File: config.mk
export PLATFORM = sky130hd
export DESIGN_NAME = pedal_position_conditioner_unit_flat
export DESIGN_NICKNAME = d
export VERILOG_FILES = /design/src/rtl/ppc_pkg.sv /design/src/rtl/ppc_if.sv /design/src/rtl/ppc_mul.sv /design/src/rtl/ppc_div.sv /design/src/rtl/pedal_position_conditioner_unit.sv /design/src/flat_wrapper.sv
export SDC_FILE = /design/constraint.sdc
export NUM_CORES = 2
export LEC_CHECK = 0
export BUFFER_PORTS_ARGS = -buffer_cell sky130_fd_sc_hd__buf_2
export CAP_MARGIN = 20
export CORE_AREA = 2 2 284 286
export DETAILED_ROUTE_END_ITERATION = 10
export DIE_AREA = 0 0 286 288
export HOLD_SLACK_MARGIN = 0.03
export RECOVER_POWER = 100
export SLEW_MARGIN = 20
export SYNTH_ARGS = -nofsm -noshare
export SYNTH_HDL_FRONTEND = slang
export SYNTH_HIERARCHICAL = 1
export SYNTH_SLANG_ARGS = --single-unit
File: constraint.sdc
create_clock -name i_clk -period 11.8 [get_ports i_clk]
set_input_delay 1.18 -clock i_clk [delete_from_list [all_inputs] [get_ports i_clk]]
set_output_delay 1.18 -clock i_clk [all_outputs]
set_load 0.05 [all_outputs]
File: src/rtl/ppc_pkg.sv
package ppc_pkg;

    // Block configuration
    localparam int CHANNELS = 3;
    localparam int MAX_STEP = 12;

    // Field widths
    localparam int CH_W      = 2;
    localparam int MV_W      = 12;
    localparam int CAL_W     = 13;
    localparam int DZ_W      = 6;
    localparam int POS_W     = 8;
    localparam int AVG_W     = 16;
    localparam int NCH_REGS  = 3;
    localparam int CH_IDX_W  = (CHANNELS > 1) ? $clog2(CHANNELS) : 1;

    // Configuration port
    localparam int CFG_IDX_W  = 3;
    localparam int CFG_DATA_W = 13;

    localparam logic [CFG_IDX_W-1:0] CFG_LOW_CH0   = 3'd0;
    localparam logic [CFG_IDX_W-1:0] CFG_HIGH_CH0  = 3'd1;
    localparam logic [CFG_IDX_W-1:0] CFG_LOW_CH1   = 3'd2;
    localparam logic [CFG_IDX_W-1:0] CFG_HIGH_CH1  = 3'd3;
    localparam logic [CFG_IDX_W-1:0] CFG_LOW_CH2   = 3'd4;
    localparam logic [CFG_IDX_W-1:0] CFG_HIGH_CH2  = 3'd5;
    localparam logic [CFG_IDX_W-1:0] CFG_DEAD_ZONE = 3'd6;

    localparam logic [CAL_W-1:0] LOW_RESET  = 13'd5000;
    localparam logic [CAL_W-1:0] HIGH_RESET = 13'd0;
    localparam logic [DZ_W-1:0]  DZ_RESET   = 6'd5;
    localparam logic [DZ_W-1:0]  DZ_MAX     = 6'd45;

    // Shared multiplier
    localparam int MUL_W  = 20;
    localparam int PROD_W = 2 * MUL_W;

    // floor(x / 100) = (x * RECIP_100) >> RECIP_SHIFT, exact for x < 493447
    localparam int TRIM_IN_W   = 19;
    localparam int RECIP_SHIFT = 25;
    localparam logic [TRIM_IN_W-1:0] RECIP_100 = 19'd335545;

    // Divider: quotient is at most 255, so QUOT_W restoring steps
    localparam int QUOT_W = POS_W;
    localparam int NUM_W  = CAL_W + QUOT_W;
    localparam int CNT_W  = $clog2(QUOT_W);

    // Smoother arithmetic
    localparam int DELTA_W   = AVG_W + 1;
    localparam int EPROD_W   = 26;
    localparam int AVG_SUM_W = AVG_W + 2;
    localparam int DIFF_W    = POS_W + 2;
    localparam int ALPHA_W   = 8;

    localparam logic [ALPHA_W-1:0]            ALPHA_FAST  = 8'd179;
    localparam logic [ALPHA_W-1:0]            ALPHA_SLOW  = 8'd51;
    localparam logic signed [DELTA_W-1:0]     FAST_THRESH = 17'sd4096;
    localparam logic signed [EPROD_W-1:0]     ROUND_HALF  = 26'sd128;
    localparam logic [AVG_W-1:0]              AVG_MAX     = 16'd65280;
    localparam logic [AVG_W-1:0]              AVG_HALF    = 16'd128;
    localparam logic signed [DIFF_W-1:0]      STEP_MAX_S  = DIFF_W'(MAX_STEP);
    localparam logic signed [DIFF_W-1:0]      DEAD_BAND   = 10'sd2;
    localparam logic signed [DIFF_W-1:0]      POS_MAX_S   = 10'sd255;

    // Sequencer
    typedef enum logic [3:0] {
        ST_IDLE,
        ST_LOOKUP,
        ST_SPAN,
        ST_TRIM,
        ST_RANGE,
        ST_CLAMP,
        ST_DIVGO,
        ST_DIV,
        ST_EMA,
        ST_AVG,
        ST_POS,
        ST_DONE
    } t_state;

    // Divider handshake
    typedef struct packed {
        logic              done;
        logic [QUOT_W-1:0] quot;
    } t_div_rsp;

endpackage

File: src/rtl/ppc_if.sv
interface ppc_in_if;
    logic                       valid;
    logic                       ready;
    logic [ppc_pkg::CH_W-1:0]   channel;
    logic [ppc_pkg::MV_W-1:0]   sample_mv;

    modport source (output valid, channel, sample_mv, input ready);
    modport sink   (input valid, channel, sample_mv, output ready);
endinterface

interface ppc_out_if;
    logic                       valid;
    logic                       ready;
    logic [ppc_pkg::POS_W-1:0]  position;

    modport source (output valid, position, input ready);
    modport sink   (input valid, position, output ready);
endinterface

interface ppc_cfg_if;
    logic                            valid;
    logic                            ready;
    logic [ppc_pkg::CFG_IDX_W-1:0]   index;
    logic [ppc_pkg::CFG_DATA_W-1:0]  data;

    modport source (output valid, index, data, input ready);
    modport sink   (input valid, index, data, output ready);
endinterface

File: src/rtl/ppc_mul.sv
module ppc_mul (
    input  logic                               i_clk,
    input  logic signed [ppc_pkg::MUL_W-1:0]   i_a,
    input  logic signed [ppc_pkg::MUL_W-1:0]   i_b,
    output logic signed [ppc_pkg::PROD_W-1:0]  o_prod
);

    logic signed [ppc_pkg::PROD_W-1:0] r_prod;

    // Signed multiply, product registered
    always_ff @(posedge i_clk) begin
        r_prod <= i_a * i_b;
    end

    assign o_prod = r_prod;

endmodule

File: src/rtl/ppc_div.sv
module ppc_div (
    input  logic                          i_clk,
    input  logic                          i_rst_n,
    input  logic                          i_start,
    input  logic [ppc_pkg::NUM_W-1:0]     i_num,
    input  logic [ppc_pkg::CAL_W-1:0]     i_den,
    output ppc_pkg::t_div_rsp             o_rsp
);

    logic                         r_busy;
    logic                         r_done;
    logic [ppc_pkg::CNT_W-1:0]    r_cnt;
    logic [ppc_pkg::NUM_W-1:0]    r_rem;
    logic [ppc_pkg::NUM_W-1:0]    r_dsh;
    logic [ppc_pkg::QUOT_W-1:0]   r_quot;
    logic                         w_fit;

    assign w_fit = (r_rem >= r_dsh);

    // Step counter and done pulse
    always_ff @(posedge i_clk) begin
        if (!i_rst_n) begin
            r_busy <= 1'b0;
            r_done <= 1'b0;
            r_cnt  <= '0;
        end else begin
            r_done <= 1'b0;
            if (i_start) begin
                r_busy <= 1'b1;
                r_cnt  <= '0;
            end else if (r_busy) begin
                r_cnt <= r_cnt + 1'b1;
                if (r_cnt == ppc_pkg::CNT_W'(ppc_pkg::QUOT_W - 1)) begin
                    r_busy <= 1'b0;
                    r_done <= 1'b1;
                end
            end
        end
    end

    // Restoring division, one quotient bit per cycle, MSB first
    always_ff @(posedge i_clk) begin
        if (i_start) begin
            r_rem  <= i_num;
            r_dsh  <= ppc_pkg::NUM_W'(i_den) << (ppc_pkg::QUOT_W - 1);
            r_quot <= '0;
        end else if (r_busy) begin
            if (w_fit) begin
                r_rem <= r_rem - r_dsh;
            end
            r_quot <= {r_quot[ppc_pkg::QUOT_W-2:0], w_fit};
            r_dsh  <= r_dsh >> 1;
        end
    end

    assign o_rsp.done = r_done;
    assign o_rsp.quot = r_quot;

endmodule

File: src/rtl/pedal_position_conditioner_unit.sv
// Channel  Dir  Beat carries              Handshake
// i_in     in   channel, sample_mv        valid/ready
// o_out    out  position                  valid/ready
// i_cfg    in   index, data               valid/ready (ready always high)
//
// The sequencer carries a beat from acceptance to a loaded result, walking the shared
// multiplier three times and the 8-step divider; the first sample of a channel skips
// the average and position states. An uncalibrated or out-of-range channel goes
// from lookup straight to done and loads a zero result.
// i_in is ready only in the idle state; a result waits in the output register
// and a finished item holds in the done state until that register frees up.
// Synchronous active-low reset restores register defaults and clears all
// per-channel smoother state.
module pedal_position_conditioner_unit (
    input  logic       i_clk,
    input  logic       i_rst_n,
    ppc_in_if.sink     i_in,
    ppc_out_if.source  o_out,
    ppc_cfg_if.sink    i_cfg
);

    ppc_pkg::t_state r_state;
    ppc_pkg::t_state n_state;

    // Configuration registers
    logic [ppc_pkg::CAL_W-1:0]  r_low  [ppc_pkg::NCH_REGS];
    logic [ppc_pkg::CAL_W-1:0]  r_high [ppc_pkg::NCH_REGS];
    logic [ppc_pkg::DZ_W-1:0]   r_dz;

    // Per-channel smoother state
    logic                       r_seeded [ppc_pkg::CHANNELS];
    logic [ppc_pkg::AVG_W-1:0]  r_avg    [ppc_pkg::CHANNELS];
    logic [ppc_pkg::POS_W-1:0]  r_last   [ppc_pkg::CHANNELS];

    // Working registers
    logic [ppc_pkg::CH_W-1:0]   r_ch;
    logic [ppc_pkg::MV_W-1:0]   r_mv;
    logic [ppc_pkg::CAL_W-1:0]  r_lo;
    logic [ppc_pkg::CAL_W-1:0]  r_hi;
    logic [ppc_pkg::CAL_W-1:0]  r_span;
    logic [ppc_pkg::CAL_W-1:0]  r_rlo;
    logic [ppc_pkg::CAL_W-1:0]  r_rhi;
    logic [ppc_pkg::CAL_W-1:0]  r_rspan;
    logic [ppc_pkg::NUM_W-1:0]  r_num;
    logic [ppc_pkg::POS_W-1:0]  r_scaled;
    logic [ppc_pkg::POS_W-1:0]  r_res;
    logic                       r_out_valid;
    logic [ppc_pkg::POS_W-1:0]  r_out_pos;

    // Shared units
    logic signed [ppc_pkg::MUL_W-1:0]   w_mul_a;
    logic signed [ppc_pkg::MUL_W-1:0]   w_mul_b;
    logic signed [ppc_pkg::PROD_W-1:0]  w_prod;
    logic                               w_div_start;
    ppc_pkg::t_div_rsp                  w_div;

    // Combinational datapath
    logic [ppc_pkg::CH_IDX_W-1:0]       w_ci;
    logic [ppc_pkg::CAL_W-1:0]          w_lo;
    logic [ppc_pkg::CAL_W-1:0]          w_hi;
    logic                               w_skip;
    logic [ppc_pkg::DZ_W-1:0]           w_dz_sat;
    logic [ppc_pkg::CAL_W-1:0]          w_trim;
    logic [ppc_pkg::CAL_W-1:0]          w_mv_ext;
    logic [ppc_pkg::CAL_W-1:0]          w_v;
    logic [ppc_pkg::CAL_W-1:0]          w_off;
    logic signed [ppc_pkg::DELTA_W-1:0] w_delta;
    logic                               w_fast;
    logic [ppc_pkg::ALPHA_W-1:0]        w_alpha;
    logic signed [ppc_pkg::EPROD_W-1:0] w_rnd;
    logic signed [ppc_pkg::AVG_SUM_W-1:0] w_inc;
    logic signed [ppc_pkg::AVG_SUM_W-1:0] w_avg_sum;
    logic [ppc_pkg::AVG_W-1:0]          w_avg_new;
    logic [ppc_pkg::AVG_W-1:0]          w_avg_half;
    logic [ppc_pkg::POS_W-1:0]          w_rounded;
    logic signed [ppc_pkg::DIFF_W-1:0]  w_last_s;
    logic signed [ppc_pkg::DIFF_W-1:0]  w_diff;
    logic signed [ppc_pkg::DIFF_W-1:0]  w_step;
    logic signed [ppc_pkg::DIFF_W-1:0]  w_pos_sum;
    logic [ppc_pkg::POS_W-1:0]          w_pos_new;

    ppc_mul u_mul (
        .i_clk  (i_clk),
        .i_a    (w_mul_a),
        .i_b    (w_mul_b),
        .o_prod (w_prod)
    );

    ppc_div u_div (
        .i_clk   (i_clk),
        .i_rst_n (i_rst_n),
        .i_start (w_div_start),
        .i_num   (r_num),
        .i_den   (r_rspan),
        .o_rsp   (w_div)
    );

    // Calibration lookup and skip test
    assign w_ci = r_ch[ppc_pkg::CH_IDX_W-1:0];
    always_comb begin
        w_lo = '0;
        w_hi = '0;
        if (r_ch < ppc_pkg::CH_W'(ppc_pkg::NCH_REGS)) begin
            w_lo = r_low[r_ch];
            w_hi = r_high[r_ch];
        end
    end
    assign w_skip = (r_ch >= ppc_pkg::CH_W'(ppc_pkg::CHANNELS)) || (w_hi <= w_lo);

    assign w_dz_sat = (r_dz > ppc_pkg::DZ_MAX) ? ppc_pkg::DZ_MAX : r_dz;

    // trim = floor(span * dz / 100) from the reciprocal product
    assign w_trim = w_prod[ppc_pkg::RECIP_SHIFT +: ppc_pkg::CAL_W];

    // Clamp sample into trimmed range
    assign w_mv_ext = ppc_pkg::CAL_W'(r_mv);
    assign w_v   = (w_mv_ext < r_rlo) ? r_rlo : ((w_mv_ext > r_rhi) ? r_rhi : w_mv_ext);
    assign w_off = w_v - r_rlo;

    // EMA error and alpha pick
    assign w_delta = $signed({1'b0, r_scaled, 8'b0}) - $signed({1'b0, r_avg[w_ci]});
    assign w_fast  = (w_delta >= ppc_pkg::FAST_THRESH) || (w_delta <= -ppc_pkg::FAST_THRESH);
    assign w_alpha = w_fast ? ppc_pkg::ALPHA_FAST : ppc_pkg::ALPHA_SLOW;

    // Rounded Q8.8 increment, average clamp
    assign w_rnd     = $signed(w_prod[ppc_pkg::EPROD_W-1:0]) + ppc_pkg::ROUND_HALF;
    assign w_inc     = ppc_pkg::AVG_SUM_W'(w_rnd >>> 8);
    assign w_avg_sum = $signed({2'b00, r_avg[w_ci]}) + w_inc;
    always_comb begin
        if (w_avg_sum < 0) begin
            w_avg_new = '0;
        end else if (w_avg_sum > $signed({2'b00, ppc_pkg::AVG_MAX})) begin
            w_avg_new = ppc_pkg::AVG_MAX;
        end else begin
            w_avg_new = w_avg_sum[ppc_pkg::AVG_W-1:0];
        end
    end

    // Dead band and slew limit on the output
    assign w_avg_half = r_avg[w_ci] + ppc_pkg::AVG_HALF;
    assign w_rounded  = w_avg_half[ppc_pkg::AVG_W-1:8];
    assign w_last_s   = $signed({2'b00, r_last[w_ci]});
    assign w_diff     = $signed({2'b00, w_rounded}) - w_last_s;
    always_comb begin
        if (w_diff > ppc_pkg::STEP_MAX_S) begin
            w_step = ppc_pkg::STEP_MAX_S;
        end else if (w_diff < -ppc_pkg::STEP_MAX_S) begin
            w_step = -ppc_pkg::STEP_MAX_S;
        end else begin
            w_step = w_diff;
        end
    end
    assign w_pos_sum = w_last_s + w_step;
    always_comb begin
        if ((w_diff < ppc_pkg::DEAD_BAND) && (w_diff > -ppc_pkg::DEAD_BAND)) begin
            w_pos_new = r_last[w_ci];
        end else if (w_pos_sum < 0) begin
            w_pos_new = '0;
        end else if (w_pos_sum > ppc_pkg::POS_MAX_S) begin
            w_pos_new = ppc_pkg::POS_MAX_S[ppc_pkg::POS_W-1:0];
        end else begin
            w_pos_new = w_pos_sum[ppc_pkg::POS_W-1:0];
        end
    end

    // Next state
    always_comb begin
        n_state = r_state;
        unique case (r_state)
            ppc_pkg::ST_IDLE:   if (i_in.valid) n_state = ppc_pkg::ST_LOOKUP;
            ppc_pkg::ST_LOOKUP: n_state = w_skip ? ppc_pkg::ST_DONE : ppc_pkg::ST_SPAN;
            ppc_pkg::ST_SPAN:   n_state = ppc_pkg::ST_TRIM;
            ppc_pkg::ST_TRIM:   n_state = ppc_pkg::ST_RANGE;
            ppc_pkg::ST_RANGE:  n_state = ppc_pkg::ST_CLAMP;
            ppc_pkg::ST_CLAMP:  n_state = ppc_pkg::ST_DIVGO;
            ppc_pkg::ST_DIVGO:  n_state = ppc_pkg::ST_DIV;
            ppc_pkg::ST_DIV:    if (w_div.done) n_state = ppc_pkg::ST_EMA;
            ppc_pkg::ST_EMA:    n_state = r_seeded[w_ci] ? ppc_pkg::ST_AVG : ppc_pkg::ST_DONE;
            ppc_pkg::ST_AVG:    n_state = ppc_pkg::ST_POS;
            ppc_pkg::ST_POS:    n_state = ppc_pkg::ST_DONE;
            ppc_pkg::ST_DONE:   if (!r_out_valid || o_out.ready) n_state = ppc_pkg::ST_IDLE;
            default:            n_state = ppc_pkg::ST_IDLE;
        endcase
    end

    // Sequencer outputs: input ready, multiplier operands, divider start
    always_comb begin
        i_in.ready  = 1'b0;
        w_mul_a     = '0;
        w_mul_b     = '0;
        w_div_start = 1'b0;
        unique case (r_state)
            ppc_pkg::ST_IDLE: begin
                i_in.ready = 1'b1;
            end
            ppc_pkg::ST_SPAN: begin
                w_mul_a = ppc_pkg::MUL_W'(r_span);
                w_mul_b = ppc_pkg::MUL_W'(w_dz_sat);
            end
            ppc_pkg::ST_TRIM: begin
                w_mul_a = ppc_pkg::MUL_W'(w_prod[ppc_pkg::TRIM_IN_W-1:0]);
                w_mul_b = ppc_pkg::MUL_W'(ppc_pkg::RECIP_100);
            end
            ppc_pkg::ST_DIVGO: begin
                w_div_start = 1'b1;
            end
            ppc_pkg::ST_EMA: begin
                w_mul_a = ppc_pkg::MUL_W'(w_alpha);
                w_mul_b = ppc_pkg::MUL_W'(w_delta);
            end
            default: begin
            end
        endcase
    end

    // State register
    always_ff @(posedge i_clk) begin
        if (!i_rst_n) begin
            r_state <= ppc_pkg::ST_IDLE;
        end else begin
            r_state <= n_state;
        end
    end

    // Configuration writes
    assign i_cfg.ready = 1'b1;
    always_ff @(posedge i_clk) begin
        if (!i_rst_n) begin
            for (int i = 0; i < ppc_pkg::NCH_REGS; i++) begin
                r_low[i]  <= ppc_pkg::LOW_RESET;
                r_high[i] <= ppc_pkg::HIGH_RESET;
            end
            r_dz <= ppc_pkg::DZ_RESET;
        end else if (i_cfg.valid) begin
            unique case (i_cfg.index)
                ppc_pkg::CFG_LOW_CH0:   r_low[0]  <= i_cfg.data;
                ppc_pkg::CFG_HIGH_CH0:  r_high[0] <= i_cfg.data;
                ppc_pkg::CFG_LOW_CH1:   r_low[1]  <= i_cfg.data;
                ppc_pkg::CFG_HIGH_CH1:  r_high[1] <= i_cfg.data;
                ppc_pkg::CFG_LOW_CH2:   r_low[2]  <= i_cfg.data;
                ppc_pkg::CFG_HIGH_CH2:  r_high[2] <= i_cfg.data;
                ppc_pkg::CFG_DEAD_ZONE: r_dz      <= i_cfg.data[ppc_pkg::DZ_W-1:0];
                default: begin
                end
            endcase
        end
    end

    // Working registers along the sequence
    always_ff @(posedge i_clk) begin
        unique case (r_state)
            ppc_pkg::ST_IDLE: begin
                r_ch <= i_in.channel;
                r_mv <= i_in.sample_mv;
            end
            ppc_pkg::ST_LOOKUP: begin
                r_lo   <= w_lo;
                r_hi   <= w_hi;
                r_span <= w_hi - w_lo;
                r_res  <= '0;
            end
            ppc_pkg::ST_RANGE: begin
                r_rlo <= r_lo + w_trim;
                r_rhi <= r_hi - w_trim;
            end
            ppc_pkg::ST_CLAMP: begin
                r_rspan <= r_rhi - r_rlo;
                // 255 * offset
                r_num   <= (ppc_pkg::NUM_W'(w_off) << 8) - ppc_pkg::NUM_W'(w_off);
            end
            ppc_pkg::ST_DIV: begin
                if (w_div.done) begin
                    r_scaled <= (r_rspan == '0) ? '0 : w_div.quot;
                end
            end
            ppc_pkg::ST_EMA: begin
                r_res <= r_scaled;
            end
            ppc_pkg::ST_POS: begin
                r_res <= w_pos_new;
            end
            default: begin
            end
        endcase
    end

    // Per-channel state updates
    always_ff @(posedge i_clk) begin
        if (!i_rst_n) begin
            for (int i = 0; i < ppc_pkg::CHANNELS; i++) begin
                r_seeded[i] <= 1'b0;
                r_avg[i]    <= '0;
                r_last[i]   <= '0;
            end
        end else begin
            if ((r_state == ppc_pkg::ST_EMA) && !r_seeded[w_ci]) begin
                // first sample seeds the channel
                r_seeded[w_ci] <= 1'b1;
                r_avg[w_ci]    <= {r_scaled, 8'b0};
                r_last[w_ci]   <= r_scaled;
            end else if (r_state == ppc_pkg::ST_AVG) begin
                r_avg[w_ci] <= w_avg_new;
            end else if (r_state == ppc_pkg::ST_POS) begin
                r_last[w_ci] <= w_pos_new;
            end
        end
    end

    // Output register
    always_ff @(posedge i_clk) begin
        if (!i_rst_n) begin
            r_out_valid <= 1'b0;
        end else if ((r_state == ppc_pkg::ST_DONE) && (!r_out_valid || o_out.ready)) begin
            r_out_valid <= 1'b1;
        end else if (o_out.ready) begin
            r_out_valid <= 1'b0;
        end
    end

    always_ff @(posedge i_clk) begin
        if ((r_state == ppc_pkg::ST_DONE) && (!r_out_valid || o_out.ready)) begin
            r_out_pos <= r_res;
        end
    end

    assign o_out.valid    = r_out_valid;
    assign o_out.position = r_out_pos;

endmodule
File: src/flat_wrapper.sv
// flat-port wrapper written by rule: the top's interface ports become plain ports
module pedal_position_conditioner_unit_flat 
  (i_clk, i_rst_n, i_in_valid, i_in_channel, i_in_sample_mv, i_in_ready, o_out_valid, o_out_position, o_out_ready, i_cfg_valid, i_cfg_index, i_cfg_data, i_cfg_ready);
  ppc_in_if i_in_i ();
  ppc_out_if o_out_i ();
  ppc_cfg_if i_cfg_i ();
  input  logic i_clk;
  input  logic i_rst_n;
  input wire logic [$bits(i_in_i.valid)-1:0] i_in_valid;
  input wire logic [$bits(i_in_i.channel)-1:0] i_in_channel;
  input wire logic [$bits(i_in_i.sample_mv)-1:0] i_in_sample_mv;
  output wire logic [$bits(i_in_i.ready)-1:0] i_in_ready;
  output wire logic [$bits(o_out_i.valid)-1:0] o_out_valid;
  output wire logic [$bits(o_out_i.position)-1:0] o_out_position;
  input wire logic [$bits(o_out_i.ready)-1:0] o_out_ready;
  input wire logic [$bits(i_cfg_i.valid)-1:0] i_cfg_valid;
  input wire logic [$bits(i_cfg_i.index)-1:0] i_cfg_index;
  input wire logic [$bits(i_cfg_i.data)-1:0] i_cfg_data;
  output wire logic [$bits(i_cfg_i.ready)-1:0] i_cfg_ready;
  assign i_in_i.valid = i_in_valid;
  assign i_in_i.channel = i_in_channel;
  assign i_in_i.sample_mv = i_in_sample_mv;
  assign i_in_ready = i_in_i.ready;
  assign o_out_valid = o_out_i.valid;
  assign o_out_position = o_out_i.position;
  assign o_out_i.ready = o_out_ready;
  assign i_cfg_i.valid = i_cfg_valid;
  assign i_cfg_i.index = i_cfg_index;
  assign i_cfg_i.data = i_cfg_data;
  assign i_cfg_ready = i_cfg_i.ready;
  pedal_position_conditioner_unit u_core (.i_clk(i_clk), .i_rst_n(i_rst_n), .i_in(i_in_i), .o_out(o_out_i), .i_cfg(i_cfg_i));
endmodule
== Yosys cells after proc, flatten, opt, wreduce, memory -nomap -nowiden ==
Memory sizes are Yosys's and may differ from the RTL's. A register that Yosys moved wholly into a read port is not among the register bits.
Cells that the tools add are included.

* Logic and storage cells: 209
* Input port bits: 35
* Bits in writable memories: 153
* Memories: 5
* Bits in registers: 240

{| class="wikitable"
|+ Memories
! memory !! depth !! bits a word !! read ports !! clocked after memory_dff !! write ports !! RTL line !! RTL
|-
| u_core.r_avg || 3 || 16 || 1 || 1 || 3 || pedal_position_conditioner_unit.sv:32 || <nowiki>logic [ppc_pkg::AVG_W-1:0] r_avg [ppc_pkg::CHANNELS];</nowiki>
|-
| u_core.r_high || 3 || 13 || 1 || 1 || 3 || pedal_position_conditioner_unit.sv:27 || <nowiki>logic [ppc_pkg::CAL_W-1:0] r_high [ppc_pkg::NCH_REGS];</nowiki>
|-
| u_core.r_low || 3 || 13 || 1 || 1 || 3 || pedal_position_conditioner_unit.sv:26 || <nowiki>logic [ppc_pkg::CAL_W-1:0] r_low [ppc_pkg::NCH_REGS];</nowiki>
|-
| u_core.r_last || 3 || 8 || 1 || 1 || 3 || pedal_position_conditioner_unit.sv:33 || <nowiki>logic [ppc_pkg::POS_W-1:0] r_last [ppc_pkg::CHANNELS];</nowiki>
|-
| u_core.r_seeded || 3 || 1 || 1 || 1 || 3 || pedal_position_conditioner_unit.sv:31 || <nowiki>logic r_seeded [ppc_pkg::CHANNELS];</nowiki>
|}

* $add $sub $neg: 14
* Order comparisons: 17
* Bitwise gates (word level): 10
* Equality and inequality tests: 21
* $mul: 1
* Mux-type cells: 94
* Reduce and logical (&&, ||, !) cells: 24

{| class="wikitable"
|+ Operator list
! cell !! count
|-
| 2-to-1 mux 13 bit || 10
|-
| 2-to-1 mux 16 bit || 4
|-
| 2-to-1 mux 21 bit || 3
|-
| one-hot mux 20 bit (3 select lines) || 1
|-
| one-hot mux 19 bit (3 select lines) || 1
|-
| subtractor 13 bit || 4
|-
| 2-to-1 mux 1 bit || 49
|-
| 2-to-1 mux 8 bit || 6
|-
| one-hot mux 4 bit (12 select lines) || 1
|-
| 2-to-1 mux 20 bit || 2
|-
| multiplier 20 x 20 -> 38 bit || 1
|-
| adder 26 x 9 -> 26 bit, second input constant || 1
|-
| one-hot mux 8 bit (3 select lines) || 1
|-
| >= comparator 21 x 20 -> 1 bit || 1
|-
| subtractor 21 x 13 -> 21 bit || 1
|-
| subtractor 21 x 20 -> 21 bit || 1
|-
| 2-to-1 mux 10 bit || 2
|-
| adder 17 x 18 -> 18 bit || 1
|-
| > comparator 18 x 17 -> 1 bit, second input constant || 1
|-
| less-than comparator 18 x 1 -> 1 bit, second input constant || 1
|-
| 2-to-1 mux 2 bit || 9
|-
| >= comparator 17 x 14 -> 1 bit, second input constant || 1
|-
| less-or-equal comparator 17 x 13 -> 1 bit, second input constant || 1
|-
| subtractor 16 x 16 -> 17 bit || 1
|-
| 44 further kinds || 77
|}

== Depth between registers and ports, before layout ==
* Depth in word-level cells: 12
* Gate-level depth with buffers: 42
* Mapped depth without buffers: 37

== Cells and area by module ==
Netlist, hierarchy kept.

{| class="wikitable"
|+ By module, submodules not included
! module !! seq. area each (µm²) !! times used !! area an instance (µm²) !! cells each
|-
| pedal_position_conditioner_unit || 9679.3 || 1 || 19693.9 || 1816
|-
| ppc_mul || 800.8 || 1 || 16017.9 || 1696
|-
| ppc_div || 1421.4 || 1 || 3502.1 || 389
|}

== Worst setup path before layout ==
No wires, ideal clock.

* Path type: register to register
* From: register (tool-made name)
* To: register u_core.u_mul.r_prod (netlist bit u_core/u_mul/o_prod[36])
* Clock period less this slack: 9.627 ns
* Stages on the path, launching flop included: 41
* Data arrival time: 9.508 ns
* Library setup time: 0.118 ns
* Path slack: 2.173 ns
* Required time: 11.682 ns
* Cell sequence: dfxtp_1 > clkbuf_1 > clkbuf_1 > clkbuf_1 > mux4_2 > inv_1 > ha_1 > a21o_1 > and2_1 > o21ai_0 > nor2b_1 > o221ai_1 > a21o_1 > a21oi_1 > xor2_1 > or2_0 > o211a_1 > clkbuf_1 > [5 not listed] > fa_1 > inv_1 > fa_1 > fa_1 > fa_1 > inv_1 > fa_1 > inv_1 > ha_1 > and4_1 > and3_1 > a221o_1 > a22oi_2 > nor3_1 > a2111oi_2 > o21a_2 > o21ai_1 > xnor2_1

{| class="wikitable"
|+ RTL lines
! what !! RTL line !! RTL
|-
| to (signal assigned) || ppc_mul.sv:12 || <nowiki>r_prod <= i_a * i_b;</nowiki>
|-
| to (decl) || ppc_mul.sv:8 || <nowiki>logic signed [ppc_pkg::PROD_W-1:0] r_prod;</nowiki>
|}

==> qor.yml <==
status: "finished with violations"
violations: "max-capacitance violations, max-slew violations"
critPathSlowestCell: "dfxtp_1"
multi_input_area_um2: 23900
drive_above_1_share_pct: 5.77
final_cell_mix: "608 x inv_1, 422 x fa_1, 345 x edfxtp_1, 337 x nand2_1"
mostFrequentLayoutCell: "inv_1"
p_comb_share_pct: 64.5
drt_iter0_drc: 1941
cts_tree: "done"
maxCapViolCount: 5
drcViolationCount: 0
antenna_found_initial: 4
syn2layout_area_growth_pct: 7.20
pwr-share-seq_pct: 21.3
h-tree-depth: 2
setup_viol: 0
worst_slack_ns: 1.10
critical_path.top_delay_family: "adder cells"
cts.sinks: 420
nets: 4566
finalHoldViolCount: 0
worst_skew_pair.late_latency_ns: 0.60
cts_buffers: 47
die_y_um: 288
grt_pass1_vias: 27500
ctsHoldBuffers: 0
grt_setup_unrepaired: "false"
worst-r2r-cell-count: 38
post-place-ws_ns: 1.61
rrSetupSlack_ns: 1.10
p_leak_uw: 0.0185
drtAntennaViolNets: 0
port_buffers: 44
worst-path-max-fanout: 17
whs_path_depth: 0
dieArea_um2: 82400
clockBufferDepth: 3
cts-root-buf: "clkbuf_16"
hpwl_mm: 75.6
instances_no_fill: 4941
clkTransAtPathRegs_ns: 0.06
routabilityCongestion: 0.904
initial_core_util_pct: 48.7
timing.final.crit_share_pct: 90.7
min_to: "u_core/o_out.position[5]$_DFFE_PP_"
fin_crit_ns: 10.70
slowest_delay_ns: 0.70
avgRoutedWirePerCell_um: 20.0
clock.fmax_ghz: 0.0935
grt_pass1_wl_mm: 157
overflow: 0
crit_type: "flip-flop to flip-flop"
register_area_um2: 11900
grt_max_degree: 82
grtUsageTotal_pct: 24.6
crit_path_frequent_cell: "fa_1"
cp-end-kind: "flip-flop"
yosys_warnings: 6
relSlewSlack_pct: -123
cp.required_ns: 12.31
slew_violations: 187
p_per_area_nw_per_um2: 252
syn-instance-count: 3853
avgSynthCellArea_um2: 10.1
viasPerCell: 5.46
p_sw_share_pct: 47.4
die_w_um: 286
vias: 27000
rows: 104
worstHoldStart: "u_core/r_res[5]$_DFFE_PP_"
critPathLaunchType: "flip-flop"
finClkSkew_ns: 0.0262
internal_power_uw: 5520
critPathBufInv: 8
switching_power_uw: 4960
tightest_slew_ns: 3.34
io_pins: 46
hp-class: "flip-flop to flip-flop"
postCtsResizedCells: 0
r2r-end: "u_core/u_mul/o_prod[37]$_DFF_P_"
finalWirelength_mm: 98.9
synth.cell_area_um2: 38800
core_region_area_um2: 79600
crit_arrival_ns: 11.21
dpl.cell_count: 4858
fin_setup_tns_ns: 0
first_pass_iters: 7
ir_worst_vdd_v: 0.000187
fill_cells: 7365
pwr-share-clk_pct: 14.2
post_cts_buffers: 0
## flip-flops by register name (all words and copies together) (netlist names), 8 cells and up, named ones only
name and count:
u_core/u_div/r_rem 21, u_core/u_mul/o_prod 38, u_core/u_div/r_quot 8, u_core/r_hi 13
u_core/r_span 13, u_core/r_last 32, u_core/r_scaled 8, u_core/r_low 39
u_core/o_out.position 8, u_core/r_high 39, u_core/r_num 21, u_core/r_lo 13
u_core/r_mv 12, u_core/r_res 8, u_core/r_rspan 13, u_core/r_rhi 13
u_core/u_div/r_dsh 20, u_core/r_avg 64, u_core/r_rlo 13
## through the flow
stage / total power, µW / cell area [µm²] / hold slack [ns] / utilization, %
2_1_floorplan: 7140 / 38800 / 0.400 / -
3_3_place_gp: 8930 / 40100 / 0.403 / 50.4
3_5_place_dp: 8970 / 40200 / 0.407 / 50.4
4_1_cts: 10500 / 41700 / 0.422 / 52.4
5_1_grt: 11400 / 41500 / 0.428 / 52.2
6_report: 10500 / 41500 / 0.425 / 52.2
## worst max path at each step
stage               from                         endpoint  slack (ns)  cells past startpoint
6_report       flip-flop  u_core/u_mul/o_prod[37]$_DFF_P_        1.10                     38
5_1_grt        flip-flop  u_core/u_mul/o_prod[36]$_DFF_P_        0.43                     38
4_1_cts        flip-flop  u_core/u_mul/o_prod[36]$_DFF_P_        1.57                     36
3_5_place_dp   flip-flop  u_core/u_mul/o_prod[36]$_DFF_P_        1.61                     36
3_3_place_gp   flip-flop  u_core/u_mul/o_prod[36]$_DFF_P_        1.75                     38
2_1_floorplan  flip-flop  u_core/u_mul/o_prod[36]$_DFF_P_        2.20                     40
## power by group through the flow
stage	logic [µW]	clock network (µW)	registers, µW
after global routing	7550	1580	2250
after global placement	6680	0	2250
after floorplan	5000	0	2140
after CTS	6770	1520	2220
after detailed placement	6720	0	2250
final	6760	1490	2230
## layer usage
layer  GRT usage [%]  vias up  wire (µm)
met5               0        -          0
met4            5.65        0       1980
met3            2.81      109       5130
met2            40.3      717      45900
met1            35.1    13400      45800
li1                -    12700          -
## area by class of cell
type	instances	share of cell area, %
Antenna cell	1	0.00602
Clock buffer	55	2.98
Clock inverter	27	0.762
Inverter	610	5.51
Multi-Input combinational cell	2663	57.6
Sequential cell	420	28.6
Tap cell	1060	3.19
Timing Repair Buffer	105	1.45
Power figures use the tool's default switching activity.
